===== src/rtl/dltq_pkg.sv =====
// ----------------------------------------------------------------------------
// dltq_pkg
// Shared constants, codes and controller/datapath types of the delta-list
// timer queue.
// ----------------------------------------------------------------------------
package dltq_pkg;

  localparam int DEPTH      = 16;
  localparam int ID_WIDTH   = 16;
  localparam int TIME_WIDTH = 32;
  localparam int AW         = $clog2(DEPTH);
  localparam int CW         = $clog2(DEPTH + 1);

  localparam logic [1:0] MODE_SET   = 2'd0;
  localparam logic [1:0] MODE_CLEAR = 2'd1;
  localparam logic [1:0] MODE_GET   = 2'd2;
  localparam logic [1:0] MODE_AGE   = 2'd3;

  localparam logic [2:0] KIND_CREATED  = 3'd0;
  localparam logic [2:0] KIND_EXPIRED  = 3'd1;
  localparam logic [2:0] KIND_CLEARED  = 3'd2;
  localparam logic [2:0] KIND_TIMELEFT = 3'd3;
  localparam logic [2:0] KIND_AGEDONE  = 3'd4;

  localparam logic [1:0] ST_OK       = 2'd0;
  localparam logic [1:0] ST_NOTFOUND = 2'd1;
  localparam logic [1:0] ST_FULL     = 2'd2;
  localparam logic [1:0] ST_ZEROID   = 2'd3;

  typedef enum logic [3:0] {
    DP_NOP,
    DP_LOAD,
    DP_WALK,
    DP_SET_MARK,
    DP_SHIFT_UP,
    DP_INSERT,
    DP_CMARK,
    DP_SHIFT_DN,
    DP_CDONE,
    DP_GHIT,
    DP_AMARK,
    DP_AEXP,
    DP_IDX_CLR,
    DP_ACOPY,
    DP_ADONE,
    DP_OUT
  } dp_op_t;

  typedef enum logic [1:0] {
    ID_ZERO,
    ID_REQ,
    ID_NEW
  } idsel_t;

  typedef struct packed {
    dp_op_t     op;
    logic       res_ld;
    logic [2:0] res_kind;
    logic [1:0] res_st;
    idsel_t     res_idsel;
  } dp_cmd_t;

  typedef struct packed {
    logic [1:0] mode;
    logic       full;
    logic       tid_zero;
    logic       idx_lt_cnt;
    logic       walk_ok;
    logic       id_match;
    logic       up_more;
    logic       dn_more;
    logic       emit_more;
    logic       copy_more;
    logic       out_free;
  } dp_sts_t;

endpackage


===== src/rtl/dltq_ctrl.sv =====
// ----------------------------------------------------------------------------
// dltq_ctrl
// Request sequencer: walks the delta list one entry per cycle through the
// datapath and orders the results.
// ----------------------------------------------------------------------------
module dltq_ctrl (
  input  logic              clk,
  input  logic              rst_n,
  input  logic              in_valid,
  output logic              in_ready,
  input  dltq_pkg::dp_sts_t sts,
  output dltq_pkg::dp_cmd_t cmd
);
  import dltq_pkg::*;

  typedef enum logic [3:0] {
    S_IDLE, S_DISP, S_SWALK, S_SSHIFT, S_CFIND, S_CSHIFT,
    S_GFIND, S_AWALK, S_AEMIT, S_ACOMP, S_EMIT
  } state_t;

  state_t state_r, state_nxt;

  always_ff @(posedge clk) begin
    if (!rst_n) begin
      state_r <= S_IDLE;
    end else begin
      state_r <= state_nxt;
    end
  end

  assign in_ready = (state_r == S_IDLE);

  always_comb begin
    state_nxt     = state_r;
    cmd.op        = DP_NOP;
    cmd.res_ld    = 1'b0;
    cmd.res_kind  = KIND_CREATED;
    cmd.res_st    = ST_OK;
    cmd.res_idsel = ID_ZERO;
    unique case (state_r)
      S_IDLE: begin
        if (in_valid) begin
          cmd.op    = DP_LOAD;
          state_nxt = S_DISP;
        end
      end
      S_DISP: begin
        unique case (sts.mode)
          MODE_SET: begin
            if (sts.full) begin
              cmd.res_ld = 1'b1;
              cmd.res_st = ST_FULL;
              state_nxt  = S_EMIT;
            end else begin
              state_nxt = S_SWALK;
            end
          end
          MODE_CLEAR: begin
            if (sts.tid_zero) begin
              cmd.res_ld   = 1'b1;
              cmd.res_kind = KIND_CLEARED;
              cmd.res_st   = ST_ZEROID;
              state_nxt    = S_EMIT;
            end else begin
              state_nxt = S_CFIND;
            end
          end
          MODE_GET: begin
            if (sts.tid_zero) begin
              cmd.res_ld   = 1'b1;
              cmd.res_kind = KIND_TIMELEFT;
              cmd.res_st   = ST_ZEROID;
              state_nxt    = S_EMIT;
            end else begin
              state_nxt = S_GFIND;
            end
          end
          default: state_nxt = S_AWALK;
        endcase
      end
      S_SWALK: begin
        if (sts.idx_lt_cnt && sts.walk_ok) begin
          cmd.op = DP_WALK;
        end else begin
          cmd.op    = DP_SET_MARK;
          state_nxt = S_SSHIFT;
        end
      end
      S_SSHIFT: begin
        if (sts.up_more) begin
          cmd.op = DP_SHIFT_UP;
        end else begin
          cmd.op        = DP_INSERT;
          cmd.res_ld    = 1'b1;
          cmd.res_idsel = ID_NEW;
          state_nxt     = S_EMIT;
        end
      end
      S_CFIND: begin
        if (!sts.idx_lt_cnt) begin
          cmd.res_ld   = 1'b1;
          cmd.res_kind = KIND_CLEARED;
          cmd.res_st   = ST_NOTFOUND;
          state_nxt    = S_EMIT;
        end else if (sts.id_match) begin
          cmd.op    = DP_CMARK;
          state_nxt = S_CSHIFT;
        end else begin
          cmd.op = DP_WALK;
        end
      end
      S_CSHIFT: begin
        if (sts.dn_more) begin
          cmd.op = DP_SHIFT_DN;
        end else begin
          cmd.op        = DP_CDONE;
          cmd.res_ld    = 1'b1;
          cmd.res_kind  = KIND_CLEARED;
          cmd.res_idsel = ID_REQ;
          state_nxt     = S_EMIT;
        end
      end
      S_GFIND: begin
        if (!sts.idx_lt_cnt) begin
          cmd.res_ld   = 1'b1;
          cmd.res_kind = KIND_TIMELEFT;
          cmd.res_st   = ST_NOTFOUND;
          state_nxt    = S_EMIT;
        end else if (sts.id_match) begin
          cmd.op        = DP_GHIT;
          cmd.res_ld    = 1'b1;
          cmd.res_kind  = KIND_TIMELEFT;
          cmd.res_idsel = ID_REQ;
          state_nxt     = S_EMIT;
        end else begin
          cmd.op = DP_WALK;
        end
      end
      S_AWALK: begin
        if (sts.idx_lt_cnt && sts.walk_ok) begin
          cmd.op = DP_WALK;
        end else begin
          cmd.op    = DP_AMARK;
          state_nxt = S_AEMIT;
        end
      end
      S_AEMIT: begin
        if (sts.emit_more) begin
          if (sts.out_free) cmd.op = DP_AEXP;
        end else begin
          cmd.op    = DP_IDX_CLR;
          state_nxt = S_ACOMP;
        end
      end
      S_ACOMP: begin
        if (sts.copy_more) begin
          cmd.op = DP_ACOPY;
        end else begin
          cmd.op       = DP_ADONE;
          cmd.res_ld   = 1'b1;
          cmd.res_kind = KIND_AGEDONE;
          state_nxt    = S_EMIT;
        end
      end
      S_EMIT: begin
        if (sts.out_free) begin
          cmd.op    = DP_OUT;
          state_nxt = S_IDLE;
        end
      end
      default: state_nxt = S_IDLE;
    endcase
  end

endmodule


===== src/rtl/dltq_dp.sv =====
// ----------------------------------------------------------------------------
// dltq_dp
// Datapath: delta/ID register file, walk pointer, remainder and sum
// registers, and the result register.
// ----------------------------------------------------------------------------
module dltq_dp (
  input  logic                               clk,
  input  logic                               rst_n,
  input  logic [1:0]                         in_mode,
  input  logic [dltq_pkg::TIME_WIDTH-1:0]    in_delay,
  input  logic [dltq_pkg::ID_WIDTH-1:0]      in_timer_id,
  input  logic [dltq_pkg::TIME_WIDTH-1:0]    in_elapsed,
  input  dltq_pkg::dp_cmd_t                  cmd,
  output dltq_pkg::dp_sts_t                  sts,
  output logic                               out_valid,
  input  logic                               out_ready,
  output logic [2:0]                         out_kind,
  output logic [dltq_pkg::ID_WIDTH-1:0]      out_result_id,
  output logic [dltq_pkg::TIME_WIDTH-1:0]    out_time_left,
  output logic [1:0]                         out_status,
  output logic [dltq_pkg::TIME_WIDTH-1:0]    out_next_delay,
  output logic                               out_queue_empty,
  output logic                               out_last
);
  import dltq_pkg::*;

  localparam int TW = TIME_WIDTH;
  localparam int IW = ID_WIDTH;

  logic [TW-1:0] dmem [DEPTH];
  logic [IW-1:0] imem [DEPTH];

  logic [1:0]    mode_r;
  logic [IW-1:0] tid_r, idc_r;
  logic [TW-1:0] rem_r, acc_r, sav_r, hd_r, nd_r, tl_r;
  logic [CW-1:0] cnt_r, idx_r, pos_r;
  logic          emp_r;
  logic [2:0]    kind_r;
  logic [1:0]    st_r;
  logic [IW-1:0] rid_r;

  logic          ov_r;
  logic [2:0]    okind_r;
  logic [IW-1:0] oid_r;
  logic [TW-1:0] otl_r, ond_r;
  logic [1:0]    ost_r;
  logic          oemp_r, olast_r;

  logic [AW-1:0] rd_addr, wr_addr;
  logic [TW-1:0] rd_d, wr_d;
  logic [IW-1:0] rd_id, wr_id, nid;
  logic          wr_en;
  logic [CW:0]   copy_src;
  logic          lt;
  logic          out_free;

  function automatic logic [TW-1:0] sat_add(input logic [TW-1:0] a, input logic [TW-1:0] b);
    logic [TW:0] s;
    s = {1'b0, a} + {1'b0, b};
    return s[TW] ? {TW{1'b1}} : s[TW-1:0];
  endfunction

  assign copy_src = {1'b0, idx_r} + {1'b0, pos_r};
  assign lt       = (idx_r < cnt_r);
  assign out_free = !ov_r || out_ready;
  assign nid      = (idc_r + IW'(1) == '0) ? IW'(1) : idc_r + IW'(1);

  always_comb begin
    unique case (cmd.op)
      DP_SHIFT_UP: rd_addr = AW'(idx_r - CW'(1));
      DP_SHIFT_DN: rd_addr = AW'(idx_r + CW'(1));
      DP_ACOPY:    rd_addr = copy_src[AW-1:0];
      default:     rd_addr = idx_r[AW-1:0];
    endcase
  end
  assign rd_d  = dmem[rd_addr];
  assign rd_id = imem[rd_addr];

  always_comb begin
    wr_en   = 1'b0;
    wr_addr = idx_r[AW-1:0];
    wr_d    = rd_d;
    wr_id   = rd_id;
    unique case (cmd.op)
      DP_SHIFT_UP: begin
        wr_en = 1'b1;
        // the entry the new timer lands in front of gives up the remainder
        if (idx_r - CW'(1) == pos_r) wr_d = rd_d - rem_r;
      end
      DP_INSERT: begin
        wr_en   = 1'b1;
        wr_addr = pos_r[AW-1:0];
        wr_d    = rem_r;
        wr_id   = idc_r;
      end
      DP_SHIFT_DN: begin
        wr_en = 1'b1;
        if (idx_r == pos_r) wr_d = sat_add(rd_d, sav_r);
      end
      DP_AMARK: begin
        wr_en = lt;
        wr_d  = rd_d - rem_r;
      end
      DP_ACOPY: wr_en = 1'b1;
      default:  wr_en = 1'b0;
    endcase
  end

  always_ff @(posedge clk) begin
    if (wr_en) begin
      dmem[wr_addr] <= wr_d;
      imem[wr_addr] <= wr_id;
      if (wr_addr == '0) hd_r <= wr_d;
    end
  end

  always_ff @(posedge clk) begin
    if (!rst_n) begin
      cnt_r <= '0;
      idc_r <= '0;
      ov_r  <= 1'b0;
    end else begin
      unique case (cmd.op)
        DP_LOAD: begin
          mode_r <= in_mode;
          tid_r  <= in_timer_id;
          rem_r  <= (in_mode == MODE_AGE) ? in_elapsed : in_delay;
          idx_r  <= '0;
          acc_r  <= '0;
        end
        DP_WALK: begin
          rem_r <= rem_r - rd_d;
          acc_r <= sat_add(acc_r, rd_d);
          idx_r <= idx_r + CW'(1);
        end
        DP_SET_MARK: begin
          pos_r <= idx_r;
          idx_r <= cnt_r;
          idc_r <= nid;
        end
        DP_SHIFT_UP: idx_r <= idx_r - CW'(1);
        DP_INSERT:   cnt_r <= cnt_r + CW'(1);
        DP_CMARK: begin
          pos_r <= idx_r;
          sav_r <= rd_d;
        end
        DP_SHIFT_DN: idx_r <= idx_r + CW'(1);
        DP_CDONE:    cnt_r <= cnt_r - CW'(1);
        DP_AMARK: begin
          pos_r <= idx_r;
          nd_r  <= lt ? rd_d - rem_r : '0;
          emp_r <= !lt;
          idx_r <= '0;
        end
        DP_AEXP:    idx_r <= idx_r + CW'(1);
        DP_IDX_CLR: idx_r <= '0;
        DP_ACOPY:   idx_r <= idx_r + CW'(1);
        DP_ADONE:   cnt_r <= cnt_r - pos_r;
        default: ;
      endcase

      if (cmd.op == DP_OUT || cmd.op == DP_AEXP) begin
        ov_r <= 1'b1;
      end else if (out_ready) begin
        ov_r <= 1'b0;
      end
    end
  end

  // result staging and output register
  always_ff @(posedge clk) begin
    if (cmd.res_ld) begin
      kind_r <= cmd.res_kind;
      st_r   <= cmd.res_st;
      tl_r   <= (cmd.op == DP_GHIT) ? sat_add(acc_r, rd_d) : '0;
      case (cmd.res_idsel)
        ID_REQ:  rid_r <= tid_r;
        ID_NEW:  rid_r <= idc_r;
        default: rid_r <= '0;
      endcase
    end
    if (cmd.op == DP_AEXP) begin
      okind_r <= KIND_EXPIRED;
      oid_r   <= rd_id;
      otl_r   <= '0;
      ost_r   <= ST_OK;
      ond_r   <= nd_r;
      oemp_r  <= emp_r;
      olast_r <= 1'b0;
    end else if (cmd.op == DP_OUT) begin
      okind_r <= kind_r;
      oid_r   <= rid_r;
      otl_r   <= tl_r;
      ost_r   <= st_r;
      ond_r   <= (cnt_r == '0) ? '0 : hd_r;
      oemp_r  <= (cnt_r == '0);
      olast_r <= 1'b1;
    end
  end

  assign sts.mode       = mode_r;
  assign sts.full       = (cnt_r == CW'(DEPTH));
  assign sts.tid_zero   = (tid_r == '0);
  assign sts.idx_lt_cnt = lt;
  assign sts.walk_ok    = (rem_r >= rd_d);
  assign sts.id_match   = (rd_id == tid_r);
  assign sts.up_more    = (idx_r > pos_r);
  assign sts.dn_more    = ({1'b0, idx_r} + (CW+1)'(1) < {1'b0, cnt_r});
  assign sts.emit_more  = (idx_r < pos_r);
  assign sts.copy_more  = (copy_src < {1'b0, cnt_r});
  assign sts.out_free   = out_free;

  assign out_valid       = ov_r;
  assign out_kind        = okind_r;
  assign out_result_id   = oid_r;
  assign out_time_left   = otl_r;
  assign out_status      = ost_r;
  assign out_next_delay  = ond_r;
  assign out_queue_empty = oemp_r;
  assign out_last        = olast_r;

endmodule


===== src/rtl/delta_list_timer_queue_core.sv =====
// ----------------------------------------------------------------------------
// delta_list_timer_queue_core
// Callout queue of up to DEPTH timers kept as a delta-sorted list.
// ----------------------------------------------------------------------------
// Usage: one request enters on in_* (valid/ready). mode selects set, clear,
// get or age. Each request gives one result on out_*, except age, which
// gives one expired result per fired timer and then an age-done result;
// out_last marks the final result of a request. Every result carries the
// head delta and empty flag as they stand after the whole request.
// Timing: one request at a time, walked one list entry per cycle through a
// register file with one read and one write port. The sequencer stays busy
// while a set walks, shifts the tail up and inserts, a clear finds, shifts
// down and closes the gap, a get finds, or an age walks, emits the expired
// timers and compacts the list, and until the last result is handed over.
// in_ready is high only while the sequencer is idle; a finished result may
// still sit in the output register while the next request is taken.
// When the receiver stalls, the result holds and the walk waits at the next
// result. Reset empties the queue and restarts IDs at 1; no clearing pass.
// ----------------------------------------------------------------------------
module delta_list_timer_queue_core (
  input  logic                            clk,
  input  logic                            rst_n,
  input  logic                            in_valid,
  output logic                            in_ready,
  input  logic [1:0]                      in_mode,
  input  logic [dltq_pkg::TIME_WIDTH-1:0] in_delay,
  input  logic [dltq_pkg::ID_WIDTH-1:0]   in_timer_id,
  input  logic [dltq_pkg::TIME_WIDTH-1:0] in_elapsed,
  output logic                            out_valid,
  input  logic                            out_ready,
  output logic [2:0]                      out_kind,
  output logic [dltq_pkg::ID_WIDTH-1:0]   out_result_id,
  output logic [dltq_pkg::TIME_WIDTH-1:0] out_time_left,
  output logic [1:0]                      out_status,
  output logic [dltq_pkg::TIME_WIDTH-1:0] out_next_delay,
  output logic                            out_queue_empty,
  output logic                            out_last
);
  import dltq_pkg::*;

  dp_cmd_t cmd;
  dp_sts_t sts;

  dltq_ctrl u_ctrl (
    .clk      (clk),
    .rst_n    (rst_n),
    .in_valid (in_valid),
    .in_ready (in_ready),
    .sts      (sts),
    .cmd      (cmd)
  );

  dltq_dp u_dp (
    .clk             (clk),
    .rst_n           (rst_n),
    .in_mode         (in_mode),
    .in_delay        (in_delay),
    .in_timer_id     (in_timer_id),
    .in_elapsed      (in_elapsed),
    .cmd             (cmd),
    .sts             (sts),
    .out_valid       (out_valid),
    .out_ready       (out_ready),
    .out_kind        (out_kind),
    .out_result_id   (out_result_id),
    .out_time_left   (out_time_left),
    .out_status      (out_status),
    .out_next_delay  (out_next_delay),
    .out_queue_empty (out_queue_empty),
    .out_last        (out_last)
  );

endmodule


===== config.mk =====
export PLATFORM = sky130hd
export DESIGN_NAME = delta_list_timer_queue_core
export DESIGN_NICKNAME = d
export VERILOG_FILES = /design/src/rtl/dltq_pkg.sv /design/src/rtl/dltq_ctrl.sv /design/src/rtl/dltq_dp.sv /design/src/rtl/delta_list_timer_queue_core.sv
export SDC_FILE = /design/constraint.sdc
export NUM_CORES = 2
export LEC_CHECK = 0
export ABC_AREA = 1
export BUFFER_PORTS_ARGS = -buffer_cell sky130_fd_sc_hd__buf_2
export CORE_MARGIN = 8
export CORE_UTILIZATION = 60
export CTS_CLUSTER_DIAMETER = 200
export DETAILED_ROUTE_END_ITERATION = 16
export PLACE_DENSITY = 0.88
export SYNTH_ARGS = -nofsm -noshare
export SYNTH_HDL_FRONTEND = slang
export SYNTH_SLANG_ARGS = --single-unit

===== constraint.sdc =====
create_clock -name clk -period 12.45 [get_ports clk]
set_clock_uncertainty 0.2 [all_clocks]
set_input_delay 2.49 -clock clk [delete_from_list [all_inputs] [get_ports clk]]
set_output_delay 2.49 -clock clk [all_outputs]
set_load 0.05 [all_outputs]

; After elaboration in Yosys (flattened, before gate mapping)
; Memory sizes are Yosys's and may differ from the RTL's.
; Cells that the tools add are included.
[op_classes]
n_reduce_logical = 28
order_cmp = 6
mux = 80
n_eq_ne = 44
add_sub_neg = 12
[op_table]
columns = operator, count
row1 = two-way mux 32 bit, 8
row2 = case mux 32 bit (2 select lines), 2
row3 = case mux 32 bit (4 select lines), 1
row4 = two-way mux 4 bit, 27
row5 = adder 32 x 32 -> 33 bit, 2
row6 = two-way mux 16 bit, 4
row7 = subtractor 32 bit, 2
row8 = "== test 4 bit, second input constant", 11
row9 = case mux 4 bit (11 select lines), 1
row10 = case mux 4 bit (10 select lines), 1
row11 = "== test 4 x 3 -> 1 bit, second input constant", 8
row12 = >= comparator 32 bit, 1
row13 = logical NOT 16 bit, 2
row14 = case mux 16 bit (2 select lines), 1
row15 = case mux 4 bit (3 select lines), 2
row16 = case mux 5 bit (4 select lines), 1
row17 = two-way mux 6 bit, 3
row18 = case mux 2 bit (3 select lines), 3
row19 = "adder 16 x 1 -> 16 bit, second input constant", 1
row20 = == test 16 bit, 1
row21 = "== test 4 x 2 -> 1 bit, second input constant", 4
row22 = case mux 3 bit (5 select lines), 1
row23 = case mux 5 bit (3 select lines), 1
row24 = two-way mux 1 bit, 14
row25 = 35 further kinds, 68
[totals]
in_bits = 86
register_bits = 355
word_cells = 197
ram_bits = 768
mem_count = 2
[memory_table]
columns = name, words, word_bits, read_ports, rd_clocked_by_memory_dff, wr, line
row1 = u_dp.dmem, 16, 32, 1, 0, 1, dltq_dp.sv:30  ; logic [TW-1:0] dmem [DEPTH];
row2 = u_dp.imem, 16, 16, 1, 0, 1, dltq_dp.sv:31  ; logic [IW-1:0] imem [DEPTH];

; Longest topological paths before layout
[logic_depth]
depth_mapped = 48

; By module
; A second synthesis with hierarchy kept.
[unflattened]
cells_unflattened = 5772
area_unflattened_um2 = 55335.6
[modules_own_cells]
columns = mod, instances, cells_each, area_per_inst_um2
row1 = dltq_dp, 1, 5622, 54523.5
row2 = dltq_ctrl, 1, 150, 812.0

; Worst setup path after synthesis
; Ideal clock, no wire load.
[synth_path]
path_type = flip-flop to flip-flop
start = register u_dp.idx_r[1]
end = register u_dp.acc_r[0] (enable)
path_slack_ps = 2106
setup_time_ps = 507
stages_incl_launch_ff = 46
arrival_time_ps = 9637
cell_sequence = edfxtp_1 -> inv_1 -> ha_1 -> ha_1 -> a21oi_1 -> nor2_1 -> o21ai_0 -> a21boi_0 -> nor2_1 -> nand2_1 -> clkbuf_1 -> clkinv_1 -> clkbuf_1 -> a221oi_1 -> nand2_1 -> buf_2 -> inv_1 -> buf_2 -> (+10 left out) -> nand2_1 -> nor2_1 -> inv_2 -> nor2_1 -> nand2_1 -> nand2_1 -> nand2_1 -> nand3_1 -> nand2_1 -> inv_2 -> nor2_1 -> nor2_1 -> nand2_1 -> a21oi_2 -> nand2_2 -> buf_4 -> buf_6 -> a21oi_1
[synth_rtl]
columns = element, line
row1 = "start, declared", dltq_dp.sv:36  ; logic [CW-1:0] cnt_r, idx_r, pos_r;
row2 = "start signal, assigned", dltq_dp.sv:134  ; idx_r <= idx_r + CW'(1);
row3 = "start signal, assigned", dltq_dp.sv:138  ; idx_r <= cnt_r;
row4 = "start signal, assigned", dltq_dp.sv:141  ; DP_SHIFT_UP: idx_r <= idx_r - CW'(1);
row5 = "end signal, assigned", dltq_dp.sv:133  ; acc_r <= sat_add(acc_r, rd_d);
row6 = "end, declared", dltq_dp.sv:35  ; logic [TW-1:0] rem_r, acc_r, sav_r, hd_r, nd_r, tl_r;

==> metrics.json <==
{
  "synth_top_cell_by_area": "sky130_fd_sc_hd__edfxtp_1",
  "synth_edf_count": 1027,
  "first_global_vias": 40800,
  "num_vias": 42800,
  "critPathMaxFanout": 72,
  "postRouteAntennaNets": 0,
  "timing.hold.worst.start": "u_dp.out_time_left[26]",
  "cts_repair_resize_count": 0,
  "setup_viol_count_final": 0,
  "worst_r2r_startpoint": "u_dp.idx_r[0]",
  "clock_transition_at_path_regs_ns": 0.07,
  "clock_sinks": 1091,
  "maxSlewHeadroom_pct": 14.0,
  "fill_cells": 6211,
  "placementRows": 109,
  "clock_tree.htree_level_count": 3,
  "met2_routed_wl_mm": 75.7,
  "timing.fmax_ghz": 0.0890,
  "finalWeightedCongestion": 1.07,
  "number_of_buffers_inserted_during_clock_tree_synthesis": 102,
  "die_w_um": 313,
  "dr_wl_met3_mm": 19.5,
  "clk_root_buffer_cell": "sky130_fd_sc_hd__clkbuf_16",
  "synth.cells.most_frequent": "sky130_fd_sc_hd__edfxtp_1, sky130_fd_sc_hd__nand2_1, sky130_fd_sc_hd__nor2_1",
  "first_pass_iteration_count_of_the_detailed_router": 14,
  "globalRouteTotalUtil_pct": 33.1,
  "outcome": "completed",
  "die-area_mm2": 0.0981,
  "synth-main-ff-cell": "sky130_fd_sc_hd__edfxtp_1",
  "synth_area_mm2": 0.0530,
  "path_delay_family": "simple AND/OR/NAND/NOR gates",
  "grt_pass1_wl_mm": 249,
  "critical_path.n_buffers_inverters": 8,
  "top_level_ports": 175,
  "drt-wirelength-per-cell_um": 25.5,
  "start_util_pct": 60.3,
  "layout-drive-gt1-share_pct": 9.02,
  "floorplan_core_area_mm2": 0.0880,
  "floorplan.die.height_um": 313,
  "design_area_mm2": 0.0588,
  "synth_area_leaders": "sky130_fd_sc_hd__edfxtp_1, sky130_fd_sc_hd__nand2_1, sky130_fd_sc_hd__nor2_1, sky130_fd_sc_hd__o21ai_0, sky130_fd_sc_hd__ha_1",
  "area_delta_synth_final_pct": 10.9,
  "final_cells": 6599,
  "dp_cells": 6412,
  "hold_path_depth": 2,
  "worstSkewPairLatency_ns": 0.69,
  "ys_async_sr_fraction_pct": 0,
  "grt_start_max_net_pins": 169,
  "drt-total-wl_mm": 168,
  "crit_path_end_kind": "register",
  "finalNetCount": 5605,
  "synth-seq-cells": 1091,
  "synth.lib_cells_used.distinct": 53,
  "setup.worst_path.start": "u_dp.idx_r[0]",
  "cp_common_cell": "sky130_fd_sc_hd__nand2_1",
  "synth_fp_nets": 5499,
  "tritoncts": "done",
  "timing.final.hold_violations": 0,
  "setup_total_negative_slack_ns": 0,
  "slowest_stage": "sky130_fd_sc_hd__buf_4",
  "timing.critical_path.arrival_ns": 11.37,
  "worst-endpoint-required_ns": 12.59,
  "ff2ff_path_depth": 36,
  "post-route-drc-count": 0,
  "syn-instance-count": 5245,
  "critPathMaxStageDelay_ns": 0.71,
  "grt_antenna_before_repair": 7,
  "hp-class": "reg -> reg",
  "dp_hpwl_mm": 113,
  "synth_top_area_share_pct": 58.2,
  "drt-vias-per-instance": 6.48,
  "drt_iter0_markers": 6872,
  "sequential_cell_area_mm2": 0.0321,
  "maxSlewViolCount": 0,
  "finalWorstPathRequiredPeriod_ns": 11.23,
  "dpl-instance-area_mm2": 0.0554,
  "global_route.overflow_total": 0,
  "max_cap_viols": 0,
  "yosys.cell_count.top_type": "sky130_fd_sc_hd__edfxtp_1",
  "worst-slew-pin-transition_ns": 1.29,
  "setup.worst_path.start_class": "register",
  "met1_length_mm": 61.6,
  "synth.yosys.seq_area_share_pct": 60.6,
  "placement.io_buffers": 174,
  "cts_max_path_buffers": 3,
  "post_cts.repair.setup_buffers": 0,
  "final_min_period_over_clock_period_pct": 90.2,
  "synthesis.area_per_instance_um2": 10.1,
  "cp_num_cells": 36,
  "timing.setup.critical_path_class": "reg -> reg",
  "grt_setup_unrepaired": "no",
  "topRoutingLayerUsed": "met5",
  "yosys_warnings": 173,
  "multi_input_comb_area_mm2": 0.0186,
  "post_cts_hold_buffer_count": 0
}
flip-flops by register name, summed over array words and instances (netlist names), 32 cells and up:
| register | cells |
|---|---|
| u_dp.sav_r | 32 |
| u_dp.out_time_left | 32 |
| u_dp.acc_r | 32 |
| u_dp.nd_r | 32 |
| u_dp.tl_r | 32 |
| u_dp.imem | 256 |
| u_dp.rem_r | 32 |
| u_dp.out_next_delay | 32 |
| u_dp.dmem | 512 |
stage by stage:
step	hold WS [ns]	util (%)	setup slack, ns
3_3_place_gp	0.246	62.9	2.01
5_1_grt	0.274	66.8	0.711
2_1_floorplan	0.236	-	2.11
3_5_place_dp	0.251	62.9	1.75
4_1_cts	0.260	66.8	1.64
6_report	0.259	66.8	1.22
worst paths after layout:
check | slack (ns) | to
max | 1.22 | u_dp.dmem[5][30]
min | 0.26 | u_dp.out_time_left[26]
max reg2reg | 1.22 | u_dp.dmem[5][30]
min reg2reg | 0.26 | u_dp.out_time_left[26]
area by class of cell:
type,instances,area share [%]
antenna,1,0.00426
sequential,1091,54.6
tap,1165,2.48
clock buffer,125,4.65
clock inverter,61,1.18
multi-input combinational,3487,31.6
inverter,397,2.56
timing repair buffer,272,2.92
placed cells by master (no fill, tap or decap), drive strengths merged, types with 2 or more instances in the layout:
master	count
o221ai	112
o21ai	485
o22ai	50
a211oi	7
ha	162
nor4	16
a22oi	9
and3	3
o31ai	4
inv	397
a221oi	9
clkinvlp	3
a21boi	4
dfxtp	64
buf	272
o211ai	70
fa	6
nand2	991
clkinv	44
nand3b	3
nor3b	2
o21bai	17
a21o	12
clkbuf	125
xnor2	35
or2	8
xor2	98
nor3	36
a31oi	48
o21a	13
nand4	19
edfxtp	1027
a31o	2
mux2i	2
bufinv	14
o2111ai	13
nor2	664
nand3	294
a21oi	290
per-layer routing:
layer / GRT usage, % / vias to the layer above
li1: - / 18700
met1: 43.7 / 20200
met2: 51.3 / 3236
met3: 6.84 / 650
met4: 18.1 / 4
met5: 0 / -
cell families (layout without fill, tap and decap cells):
| kind of cell | count (synthesis) | after routing | synth area share, % |
|---|---|---|---|
| and+or+nand+nor | 2037 | 2037 | 15.5 |
| DFF | 1091 | 1091 | 60.6 |
| muxes | 2 | 2 | 0.0378 |
| buffers and inverters | 667 | 855 | 4.91 |
| xor gates and xnor gates | 133 | 133 | 2.20 |
| adders and majority gates | 168 | 168 | 4.05 |
| AOI/OAI and AO/OA | 1147 | 1147 | 12.7 |
| other | 0 | 1 | 0 |
worst reg2reg max path: cells and delay by family, from the launching register on:
| kind | cells | cell delay [ns] |
|---|---|---|
| and+or+nand+nor | 15 | 4.11 |
| buffers and inverters | 8 | 2.64 |
| AOI/OAI and AO/OA | 10 | 2.24 |
| adders and majority gates | 3 | 1.16 |
| DFF | 1 | 0.54 |
Power is left out: the tool's default activity adds up to more than one toggle a clock period on the data nets, which glitch-free logic cannot reach.
